`config.mk`:
```
export PLATFORM = sky130hd
export DESIGN_NAME = lowest_free_slot_id_allocator_core
export DESIGN_NICKNAME = d
export VERILOG_FILES = /design/src/design/lfsa_pkg.sv /design/src/design/lfsa_cell.sv /design/src/design/lowest_free_slot_id_allocator_core.sv
export SDC_FILE = /design/constraint.sdc
export NUM_CORES = 1
export LEC_CHECK = 0
export BUFFER_PORTS_ARGS = -buffer_cell sky130_fd_sc_hd__buf_2
export CAP_MARGIN = 30
export CORE_UTILIZATION = 50
export CTS_CLUSTER_SIZE = 16
export DETAILED_ROUTE_END_ITERATION = 10
export PLACE_DENSITY_LB_ADDON = 0.05
export SETUP_SLACK_MARGIN = 0.1
export SLEW_MARGIN = 30
export SYNTH_ARGS = -nofsm -noshare
export SYNTH_HDL_FRONTEND = slang
export SYNTH_SLANG_ARGS = --single-unit
export TNS_END_PERCENT = 20
```
`constraint.sdc`:
```
create_clock -name clk -period 7.82 [get_ports clk]
set_input_delay 0.782 -clock clk [delete_from_list [all_inputs] [get_ports clk]]
set_output_delay 0.782 -clock clk [all_outputs]
set_load 0.02 [all_outputs]
```
`src/design/lfsa_pkg.sv`:
```
// Package for the lowest-free-slot ID allocator.
// Holds the table sizes, status and command codes, and the beat structs.
// No dependencies.
package lfsa_pkg;

  localparam int SLOTS       = 16;
  localparam int HANDLE_BITS = 32;
  localparam int SLOT_W      = $clog2(SLOTS);
  localparam int CNT_W       = $clog2(SLOTS + 1);

  localparam logic CMD_CREATE = 1'b0;
  localparam logic CMD_DELETE = 1'b1;

  localparam logic [1:0] ST_OK        = 2'd0;
  localparam logic [1:0] ST_FULL      = 2'd1;
  localparam logic [1:0] ST_NOT_FOUND = 2'd2;

  typedef struct packed {
    logic                   cmd;
    logic [HANDLE_BITS-1:0] handle;
  } in_beat_t;

  typedef struct packed {
    logic [3:0] slot;
    logic [1:0] status;
    logic [4:0] live_count;
  } out_beat_t;

endpackage

```
`src/design/lfsa_cell.sv`:
```
// One slot of the allocator chain: handle, valid bit and scan token.
// Depends on lfsa_pkg.
module lfsa_cell (
  input  logic              clk,
  input  logic              rst_n,
  input  logic              tok_in,
  input  lfsa_pkg::in_beat_t req,
  output logic              tok_out,
  output logic              hit
);
  import lfsa_pkg::*;

  logic                   tok_r;
  logic                   valid_r;
  logic                   valid_nxt;
  logic [HANDLE_BITS-1:0] handle_r;

  always_comb begin
    if (req.cmd == CMD_CREATE) begin
      hit = tok_r & ~valid_r;
    end else begin
      hit = tok_r & valid_r & (handle_r == req.handle);
    end
    tok_out   = tok_r & ~hit;
    valid_nxt = hit ? (req.cmd == CMD_CREATE) : valid_r;
  end

  always_ff @(posedge clk) begin
    if (!rst_n) begin
      tok_r   <= 1'b0;
      valid_r <= 1'b0;
    end else begin
      tok_r   <= tok_in;
      valid_r <= valid_nxt;
    end
  end

  always_ff @(posedge clk) begin
    if (hit && req.cmd == CMD_CREATE) begin
      handle_r <= req.handle;
    end
  end

endmodule

```
`src/design/lowest_free_slot_id_allocator_core.sv`:
```
// Top level of the lowest-free-slot ID allocator: request register, count,
// result register and a chain of lfsa_cell slots. Depends on lfsa_pkg.
//
//  channel  ports                      handshake
//  input    start, busy, in_data       beat taken when start & !busy
//  result   out_valid, out_data        one-cycle strobe, cannot be held off
//
// A scan token walks the cell chain one slot per cycle from slot 0.
// A hit at slot k ends the scan there; a full table or a missing handle
// lets the token run through every slot before the result is registered.
// busy drops as the result is registered, so the next beat may be taken
// in the cycle the strobe is shown. Reset empties the table at once.
module lowest_free_slot_id_allocator_core (
  input  logic                clk,
  input  logic                rst_n,
  input  logic                start,
  output logic                busy,
  input  lfsa_pkg::in_beat_t  in_data,
  output logic                out_valid,
  output lfsa_pkg::out_beat_t out_data
);
  import lfsa_pkg::*;

  logic              busy_r;
  logic              busy_nxt;
  in_beat_t          req_r;
  logic [SLOT_W-1:0] pos_r;
  logic [CNT_W-1:0]  count_r;
  logic [CNT_W-1:0]  count_nxt;
  logic              out_valid_r;
  out_beat_t         out_data_r;
  out_beat_t         out_data_nxt;
  logic              accept;
  logic              any_hit;
  logic              done;
  logic [SLOTS-1:0]  tok_chain;
  logic [SLOTS-1:0]  hits;

  assign accept = start & ~busy_r;

  for (genvar i = 0; i < SLOTS; i++) begin : g_cell
    lfsa_cell u_cell (
      .clk     (clk),
      .rst_n   (rst_n),
      .tok_in  ((i == 0) ? accept : tok_chain[(i == 0) ? 0 : i-1]),
      .req     (req_r),
      .tok_out (tok_chain[i]),
      .hit     (hits[i])
    );
  end

  always_comb begin
    any_hit   = |hits;
    done      = busy_r & (any_hit | tok_chain[SLOTS-1]);
    count_nxt = count_r;
    out_data_nxt.slot   = 4'd0;
    out_data_nxt.status = ST_OK;
    if (any_hit) begin
      out_data_nxt.slot = 4'(pos_r);
      if (req_r.cmd == CMD_CREATE) begin
        count_nxt = count_r + CNT_W'(1);
      end else begin
        count_nxt = count_r - CNT_W'(1);
      end
    end else begin
      out_data_nxt.status = (req_r.cmd == CMD_CREATE) ? ST_FULL : ST_NOT_FOUND;
    end
    out_data_nxt.live_count = 5'(count_nxt);
    busy_nxt = accept | (busy_r & ~done);
  end

  always_ff @(posedge clk) begin
    if (!rst_n) begin
      busy_r      <= 1'b0;
      count_r     <= '0;
      out_valid_r <= 1'b0;
    end else begin
      busy_r      <= busy_nxt;
      out_valid_r <= done;
      if (done) begin
        count_r <= count_nxt;
      end
    end
  end

  always_ff @(posedge clk) begin
    if (accept) begin
      req_r <= in_data;
      pos_r <= '0;
    end else if (busy_r) begin
      pos_r <= pos_r + SLOT_W'(1);
    end
    if (done) begin
      out_data_r <= out_data_nxt;
    end
  end

  assign busy      = busy_r;
  assign out_valid = out_valid_r;
  assign out_data  = out_data_r;

endmodule

```
# Yosys cells after proc, flatten, opt, wreduce, memory -nomap -nowiden
# Index checks and enable logic that the tools add are counted.
# op_classes
eq_ne	16
n_reduce_logical	17
add_sub_neg	3
n_mux	19
bitwise_logic	104
# ops
cell	count
equality test 32 bit	16
bitwise AND 1 bit	67
inverter 1 bit	35
logical AND 1 bit	16
2-to-1 mux 1 bit	16
OR reduction 16 bit	1
2-to-1 mux 5 bit	2
adder 5 x 1 -> 5 bit (second input constant)	1
subtractor 5 x 1 -> 5 bit (second input constant)	1
adder 4 x 1 -> 4 bit (second input constant)	1
2-to-1 mux 2 bit	1
OR 1 bit	2
# word_totals
input_bits	36
regBits	599
wordCells	216
output_inout_bits	13

# Longest topological paths before layout
# Gate-level depths: netlist of run 1.
# logic_depth
depth_word	10
depth_mapped	12

# Cells and area by module
# Synthesis of run 1 repeated with hierarchy kept, for this count alone.
# unflattened
cells_unflattened	1465
area_unflattened_um2	24476.0
# by_module_without_submodules
mod	instances	area_per_inst_um2	cells_each
lfsa_cell	16	1402.6	84
lowest_free_slot_id_allocator_core	1	2034.5	121

# Worst setup path after synthesis of run 1
# OpenSTA, ideal clock, no wires.
# synth_timing
path_type	register to register
from	register req_r[32] (netlist bit)
to	register out_data_r (netlist bit out_data[0]) (enable)
t_required_ps	7473
path_slack_ps	2902
n_path_buf	4
setup_ps	347
period_less_slack_ps	4918
stages_incl_launch_ff	11
arrival_ps	4572
path_cell_list	edfxtp_1 -> clkbuf_1 -> buf_2 -> buf_2 -> nor3b_1 -> nor2b_1 -> nand4_4 -> nor2_4 -> nand2_2 -> buf_6 -> o21a_1
# synth_between
elab_chain_cells	5
# synth_lines
item	line	source
from (decl)	lowest_free_slot_id_allocator_core.sv:26	in_beat_t req_r;
from (signal assigned)	lowest_free_slot_id_allocator_core.sv:88	req_r <= in_data;
branches (longest 3 deep; another with OR reduction 16 bit)	n/a	
OR 1 bit *	lowest_free_slot_id_allocator_core.sv:54	done = busy_r & (any_hit | tok_chain[SLOTS-1]);
bitwise AND 1 bit *	lowest_free_slot_id_allocator_core.sv:54	
named net done	lowest_free_slot_id_allocator_core.sv:35	logic done;
to (signal assigned)	lowest_free_slot_id_allocator_core.sv:94	out_data_r <= out_data_nxt;
to (decl)	lowest_free_slot_id_allocator_core.sv:31	out_beat_t out_data_r;
# Mark *: on every way through the listed nets, which the timed path passes.
# A chain may end at the register's enable or synchronous reset.

# Worst setup path after layout of run 1
# layout_timing
from	register req_r[9] (netlist bit)
to	register out_data_r (netlist bit out_data[8]) (enable)
# layout_between
elab_chain_cells	7
# layout_lines
item	line
branches (longest 5 deep; another with equality test 32 bit)	n/a
OR 1 bit *	lowest_free_slot_id_allocator_core.sv:54
bitwise AND 1 bit *	lowest_free_slot_id_allocator_core.sv:54
named net done	lowest_free_slot_id_allocator_core.sv:35
# Marks and branches as above.

==> reports/results.tsv, run 1 <==
stage	metric	value	unit
layout	non-filler instance count after layout	2338	
synthesis	Post-synth top flop	edfxtp_1	
worst_setup_path	Startpoint Class	flip-flop	
sta	Final setup viols	0	
worst_setup_path	crit path cell chain	buf_4 > xor2_1 > nor4_1 > nand4_1 > or4_1 > nor2b_4 > nand4_4 > nor2_4 > nand2_2 > o21a_1	
clock_network	clock root cell	clkbuf_16	
floorplanning	Core ar.	49050	um2
flow_run	maxcap violations	0	
layout	commonest non-fill, non-tap cell in the layout	edfxtp_1	
place	placed cells	2226	
worst_setup_path	RR Endpoint	out_data[8]	
place	PortBufs	48	
sta	Max Freq	0.2441	GHz
global_route	vias in the first global route	12104	
synthesis	Seq/Total Area, Yosys	0.7048	
sta	Slew @ Worst Pin	1.022	ns
synthesis	synth warn	0	
synthesis	Distinct cells, synth	45	
clock_network	# clock sinks	599	
hold_path	WHS Endpoint	req_r[26]	
hold_path	hold path depth	1	
worst_setup_path	Worst Path Required	8.07	ns
synthesis	number of synthesized flops with an enable pin	556	
floorplanning	Initial Util	0.5078	
floorplanning	FP Rows	81	
sta	RSZ-0062 raised after global routing	false	
pwr	Leak	9.390	nW
worst_setup_path	worst r2r src	req_r[9]	
clock_network	hold_buf cts	0	
pwr	Clk network pwr share	0.405	
place	Placer Congestion	0.7628	
drt	Detailed Route Iter0 Violations	865	
clock_network	clk buf depth	3	
status	status	complete, no violations	
clock_network	clk_lat worst skew	0.62	ns
global_route	largest net degree at the start of global routing	44	
clock_network	CTS Buf Count	61	
worst_setup_path	flop-to-flop setup slack	3.72	ns
drt	vias per cell	5.316	
drt	Post-DRT Antenna Nets	0	
pwr	Pwr Density	242.0	nW/um2
layout	FILL cells	3963	
layout	share of layout cells above drive strength 1	0.1231	
sta	Slew HR	0.3121	
sta	Clock Skew	0.01336	ns
layout	Final nets	1666	
pwr	Sw Share	0.2206	
synthesis	mapped cell area	24910	um2
layout	synthesis-to-finish area growth	11.16	%
drt	# DRC	0	
sta	Tcrit/Tclk final	0.5238	
place	post-DP HPWL	30.36	mm
synthesis	Cells after Synth	1537	
layout	leading cell types in the layout, fill and taps excluded	edfxtp_1 (556), xor2_1 (434), nor4_1 (94), xnor2_1 (85), clkbuf_16 (61)	
worst_setup_path	CP Capture Type	flip-flop	
floorplanning	Die Span Y	225.2	um
layout	Final Cell Area	27690	um2
hold_path	Hold Crit Start	in_data[26]	
clock_network	Clk pin slew, worst setup/hold paths	0.06	ns
worst_setup_path	Slowest-stage cell, CP	nor4_1	
floorplanning	die footprint	50720	um2
global_route	grt total ovfl	0	
layout	multi-input gate area in the final layout	6810	um2
global_route	global-route wire length before repair	78.49	mm
pwr	combinational power share	0.061	
worst_setup_path	Worst EP arrival	4.35	ns
layout	Register Area	17560	um2
hold_path	HP Class	input port to flip-flop	
worst_setup_path	worst-case reg-to-reg path depth	10	
global_route	GRT Overall Usage	0.2134	
worst_setup_path	crit-path max cell delay	0.83	ns
synthesis	syn nets	1578	
worst_setup_path	worst-path fanout max	28	
synthesis	Synth Area per Inst	16.21	um2
sta	TNS Setup	0	ns
global_route	initial antenna violation count	3	
clock_network	setup bufs post-CTS	0	
floorplanning	IO Pins	49	
pwr	total internal power	5.222	mW
drt	drt total wl	52.58	mm
pwr	P_sw	1.478	mW
clock_network	CTS tree	built	
synthesis	Async SR Flop Fraction	0	
sta	final hold violations	0	
worst_setup_path	critical path class	flip-flop to flip-flop	
drt	via count	12428	
synthesis	register bit total from synthesis	599	
sta	min Tclk post-route	4.096	ns
pwr	sequential share of power	0.533	
clock_network	# resized after CTS	0	
sta	Slew Limit Fails	0	
pwr	Worst IR Drop VDD	186.4	uV
drt	Avg WL per Cell	22.49	um
place	DP Area	25850	um2
clock_network	htree depth	2	
drt	drt pass-1 iters	5	
floorplanning	die width	225.2	um
==> worst max-delay path: cells and delay by family (launching register included) <==
family / cells / cell delay [ns]
flip-flops: 1 / 0.43
buffers and inverters: 1 / 0.46
AND/OR/NAND/NOR: 7 / 2.20
AO/OA/AOI/OAI: 1 / 0.48
XOR/XNOR: 1 / 0.13
==> area by class of cell <==
class                      instances  area share
antenna                            1  0.00009037
clock buffer                      77     0.05802
clock inverter                    34    0.008450
inverter                           9    0.001220
multi-input combinational        856      0.2459
sequential                       599      0.6340
tap                              664     0.03000
timing repair buffer              98     0.02223
==> metrics by stage <==
step / setup WS [ns] / hold WS [ns] / utilization / total power, mW
6_report: 3.724 / 0.3355 / 0.5645 / 6.700
5_1_grt: 3.516 / 0.3100 / 0.5645 / 6.914
4_1_cts: 3.670 / 0.2930 / 0.5645 / 6.775
3_5_place_dp: 3.705 / 0.4630 / 0.5269 / 4.058
3_3_place_gp: 3.725 / 0.4567 / 0.5268 / 4.051
2_1_floorplan: 2.902 / 0.4232 / - / 3.937
==> layer usage <==
layer	global-route usage	share of wire	vias to the layer above	routed length, um
met4	0.06342	0.022	0	1171
met2	0.3217	0.45	251	23670
met5	0	0	-	0
met3	0.02790	0.042	74	2225
met1	0.3235	0.49	6324	25510
li1	-	-	5779	-
==> logic make-up after synthesis <==
group	share of synthesized area
DFF	0.7048
xor gates and xnor gates	0.1825
and+or+nand+nor	0.07404
buffers and inverters	0.02496
AOI/OAI and AO/OA	0.007585
muxes	0.003315
adders and majority gates	0.002813
==> cell usage after synthesis (all sizes together), types with 2 or more instances <==
master	n	share of area
buf	68	0.023
nor3b	13	0.0039
o22ai	2	0.00050
dfxtp	43	0.035
edfxtp	556	0.67
ha	4	0.0020
xnor2	85	0.030
inv	9	0.0014
a21o	2	0.00060
mux2i	6	0.0024
and2	5	0.0013
nand2	25	0.0039
nor2b	28	0.0085
nand4	53	0.014
or4	14	0.0044
nor2	9	0.0017
nand3	15	0.0030
mux2	2	0.00090
nand2b	2	0.00050
a21oi	19	0.0043
clkbuf	5	0.00075
nor3	18	0.0036
o21ai	2	0.00040
nor4	97	0.025
xor2	434	0.15
and3	14	0.0035
==> flip-flops by register name, indices dropped and copies added, names as in the netlist <==
register	flops
req_r	33
g_cell.u_cell.handle_r	512
pos_r	4
out_data	11
g_cell.u_cell.valid_r	16
count_r	5
busy	1
out_valid	1
g_cell.u_cell.tok_r	16
==> power groups by stage <==
| stage | clock network (mW) | logic [mW] | registers, mW |
|---|---|---|---|
| floorplan | 0 | 0.273 | 3.66 |
| CTS | 2.78 | 0.420 | 3.57 |
| global route | 2.89 | 0.451 | 3.57 |
| finish | 2.72 | 0.411 | 3.57 |
| detailed placement | 0 | 0.418 | 3.64 |
| global placement | 0 | 0.412 | 3.64 |
==> worst max path at each step <==
| stage | slack, ns | from | endpoint |
|---|---|---|---|
| 6_report | 3.72 | req_r[9] | out_data[8] |
| 5_1_grt | 3.52 | req_r[9] | out_data[9] |
| 4_1_cts | 3.67 | req_r[9] | out_data[9] |
| 3_5_place_dp | 3.70 | req_r[9] | out_data[8] |
| 3_3_place_gp | 3.72 | req_r[9] | out_data[0] |
| 2_1_floorplan | 2.90 | req_r[32] | out_data[0] |
Power figures use the tool's default switching activity.
==> inputs of run 2 (changes only) <==
Clock period 7.82 ns to 3.47 ns, I/O delays scaled along.
==> reports/results.tsv, run 2 (synthesis results as in run 1) <==
stage	metric	value	unit
sta	Slew Limit Fails	0	
pwr	Worst IR Drop VDD	383.7	uV
sta	min Tclk post-route	3.250	ns
sta	Slew @ Worst Pin	0.7609	ns
floorplanning	die width	225.2	um
floorplanning	FP Rows	81	
worst_setup_path	delay-heaviest family, CP	simple AND/OR/NAND/NOR gates	
place	post-DP HPWL	31.75	mm
global_route	global-route wire length before repair	78.47	mm
drt	Detailed Route Iter0 Violations	795	
layout	Final nets	1735	
worst_setup_path	Buf/Inv on CP	2	
global_route	initial antenna violation count	0	
worst_setup_path	Slowest-stage cell, CP	nor4_1	
global_route	grt total ovfl	0	
global_route	GR Util met3	0.03468	
sta	final hold violations	0	
hold_path	hold path depth	1	
sta	Final setup viols	0	
worst_setup_path	crit-path max cell delay	0.52	ns
floorplanning	Die Span Y	225.2	um
sta	Clock Skew	0.01844	ns
global_route	largest net degree at the start of global routing	44	
worst_setup_path	critical path class	flip-flop to flip-flop	
drt	Post-DRT Antenna Nets	0	
worst_setup_path	worst-path fanout max	14	
layout	commonest non-fill, non-tap cell in the layout	edfxtp_1	
place	post-place setup slack	0.1244	ns
sta	Slew HR	0.4928	
worst_setup_path	Worst EP arrival	3.54	ns
clock_network	CTS tree	built	
global_route	M1 GR Usage	0.3034	
drt	Avg WL per Cell	21.69	um
pwr	Leak	9.827	nW
floorplanning	die footprint	50720	um2
status	status	complete, no violations	
pwr	total internal power	12.26	mW
worst_setup_path	Startpoint Class	flip-flop	
worst_setup_path	Worst Path Required	3.76	ns
global_route	grt met2 use	0.3407	
clock_network	# clock sinks	599	
place	Placer Congestion	0.7827	
pwr	Clk network pwr share	0.417	
worst_setup_path	RR Endpoint	out_data[3]	
clock_network	htree depth	3	
sta	Tcrit/Tclk final	0.9365	
drt	# DRC	0	
worst_setup_path	worst-case reg-to-reg path depth	11	
floorplanning	Initial Util	0.5078	
clock_network	clock root cell	clkbuf_16	
worst_setup_path	CP Capture Type	flip-flop	
worst_setup_path	worst r2r src	req_r[29]	
layout	max FFs per register	512	
pwr	P_sw	3.337	mW
pwr	Sw Share	0.2139	
hold_path	HP Class	input port to flip-flop	
floorplanning	IO Pins	49	
drt	via count	12530	
sta	Max Freq	0.3077	GHz
global_route	GRT Max-Usage Layer	met2	
hold_path	WHS Endpoint	req_r[21]	
worst_setup_path	crit path cell chain	buf_4 > xor2_1 > nor4_1 > nand4_1 > or4_1 > nor2b_1 > nand2_1 > nor4_4 > nand2_2 > o21a_1 > buf_12	
drt	drt pass-1 iters	4	
clock_network	CTS Buf Count	66	
layout	leading cell types in the layout, fill and taps excluded	edfxtp_1 (556), xor2_1 (434), nor4_1 (91), xnor2_1 (85), clkbuf_16 (71)	
pwr	sequential share of power	0.517	
hold_path	Hold Crit Start	in_data[21]	
global_route	GRT Overall Usage	0.2126	
global_route	vias in the first global route	12487	
layout	synthesis-to-finish area growth	15.35	%
flow_run	maxcap violations	0	
clock_network	clk_lat worst skew	0.58	ns
sta	setup ws final	0.2203	ns
pwr	combinational power share	0.066	
layout	Register Area	17560	um2
sta	TNS Setup	0	ns
pwr	Pwr Density	542.9	nW/um2
sta	RSZ-0062 raised after global routing	false	
place	PortBufs	48	
clock_network	clk buf depth	3	
layout	FILL cells	3867	
sta	WHS	0.09716	ns
drt	vias per cell	5.214	
floorplanning	Core ar.	49050	um2
layout	share of layout cells above drive strength 1	0.1397	
drt	drt total wl	52.12	mm
clock_network	Clk pin slew, worst setup/hold paths	0.06	ns
layout	multi-input gate area in the final layout	6910	um2
worst_setup_path	flop-to-flop setup slack	0.22	ns
layout	Largest regs	g_cell.u_cell.handle_r: 512 flops, req_r: 33 flops	
layout	ANT cells	0	
layout	largest reg by FF count	g_cell.u_cell.handle_r	
run 2: worst max-delay path by stage:
stage / start / end / slack (ns) / cells after the start
finish: req_r[29] / out_data[3] / 0.22 / 11
global route: req_r[0] / out_data[2] / 0.09 / 11
CTS: req_r[0] / out_data[3] / 0.11 / 11
detailed placement: req_r[16] / out_data[7] / 0.12 / 11
global placement: req_r[16] / out_data[8] / 0.10 / 11
floorplan: req_r[32] / out_data[0] / 0.19 / 10
run 2: area by class of cell:
class                   count  area share
clock buffers              97     0.06662
clock inverters            16    0.003353
multi-input cells         856      0.2405
repair buffers            162     0.04842
flip-flops and latches    599      0.6110
inverters                   9    0.001176
well taps                 664     0.02891
run 2: routing by layer:
metal / wire length [um] / vias up
met1: 24290 / 6301
met2: 24940 / 236
met5: 0 / -
met4: 960 / 0
met3: 1927 / 73
li1: - / 5920
run 2: through the flow:
step,total power [mW],instance area [um2],instances,utilization
2_1_floorplan,8.877,25060,1537,-
3_3_place_gp,9.216,26340,2253,0.5369
3_5_place_dp,9.229,26340,2253,0.5369
4_1_cts,15.79,28680,2399,0.5847
5_1_grt,16.12,28730,2403,0.5858
6_report,15.60,28730,2403,0.5858
run 2: timing repair:
action,4_1_cts,5_1_grt
endpoints found under the setup margin,0,19
gates resized for setup,0,4
endpoints found under the hold margin,33,0
hold buffers,33,0
buffers inserted,0,4
run 2: worst reg2reg max path: stages (launching register included):
cell	delay [ns]
edfxtp_1	0.43
buf_4	0.23
xor2_1	0.19
nor4_1	0.52
nand4_1	0.21
or4_1	0.46
nor2b_1	0.18
nand2_1	0.20
nor4_4	0.10
nand2_2	0.13
o21a_1	0.19
buf_12	0.14
run 2: power by group through the flow:
| stage | logic (mW) | clock network (mW) | registers [mW] |
|---|---|---|---|
| final | 1.02 | 6.50 | 8.07 |
| after global routing | 1.12 | 6.92 | 8.08 |
| after CTS | 1.04 | 6.68 | 8.07 |
| after detailed placement | 1.01 | 0 | 8.22 |
| after global placement | 0.997 | 0 | 8.22 |
| after floorplan | 0.623 | 0 | 8.25 |
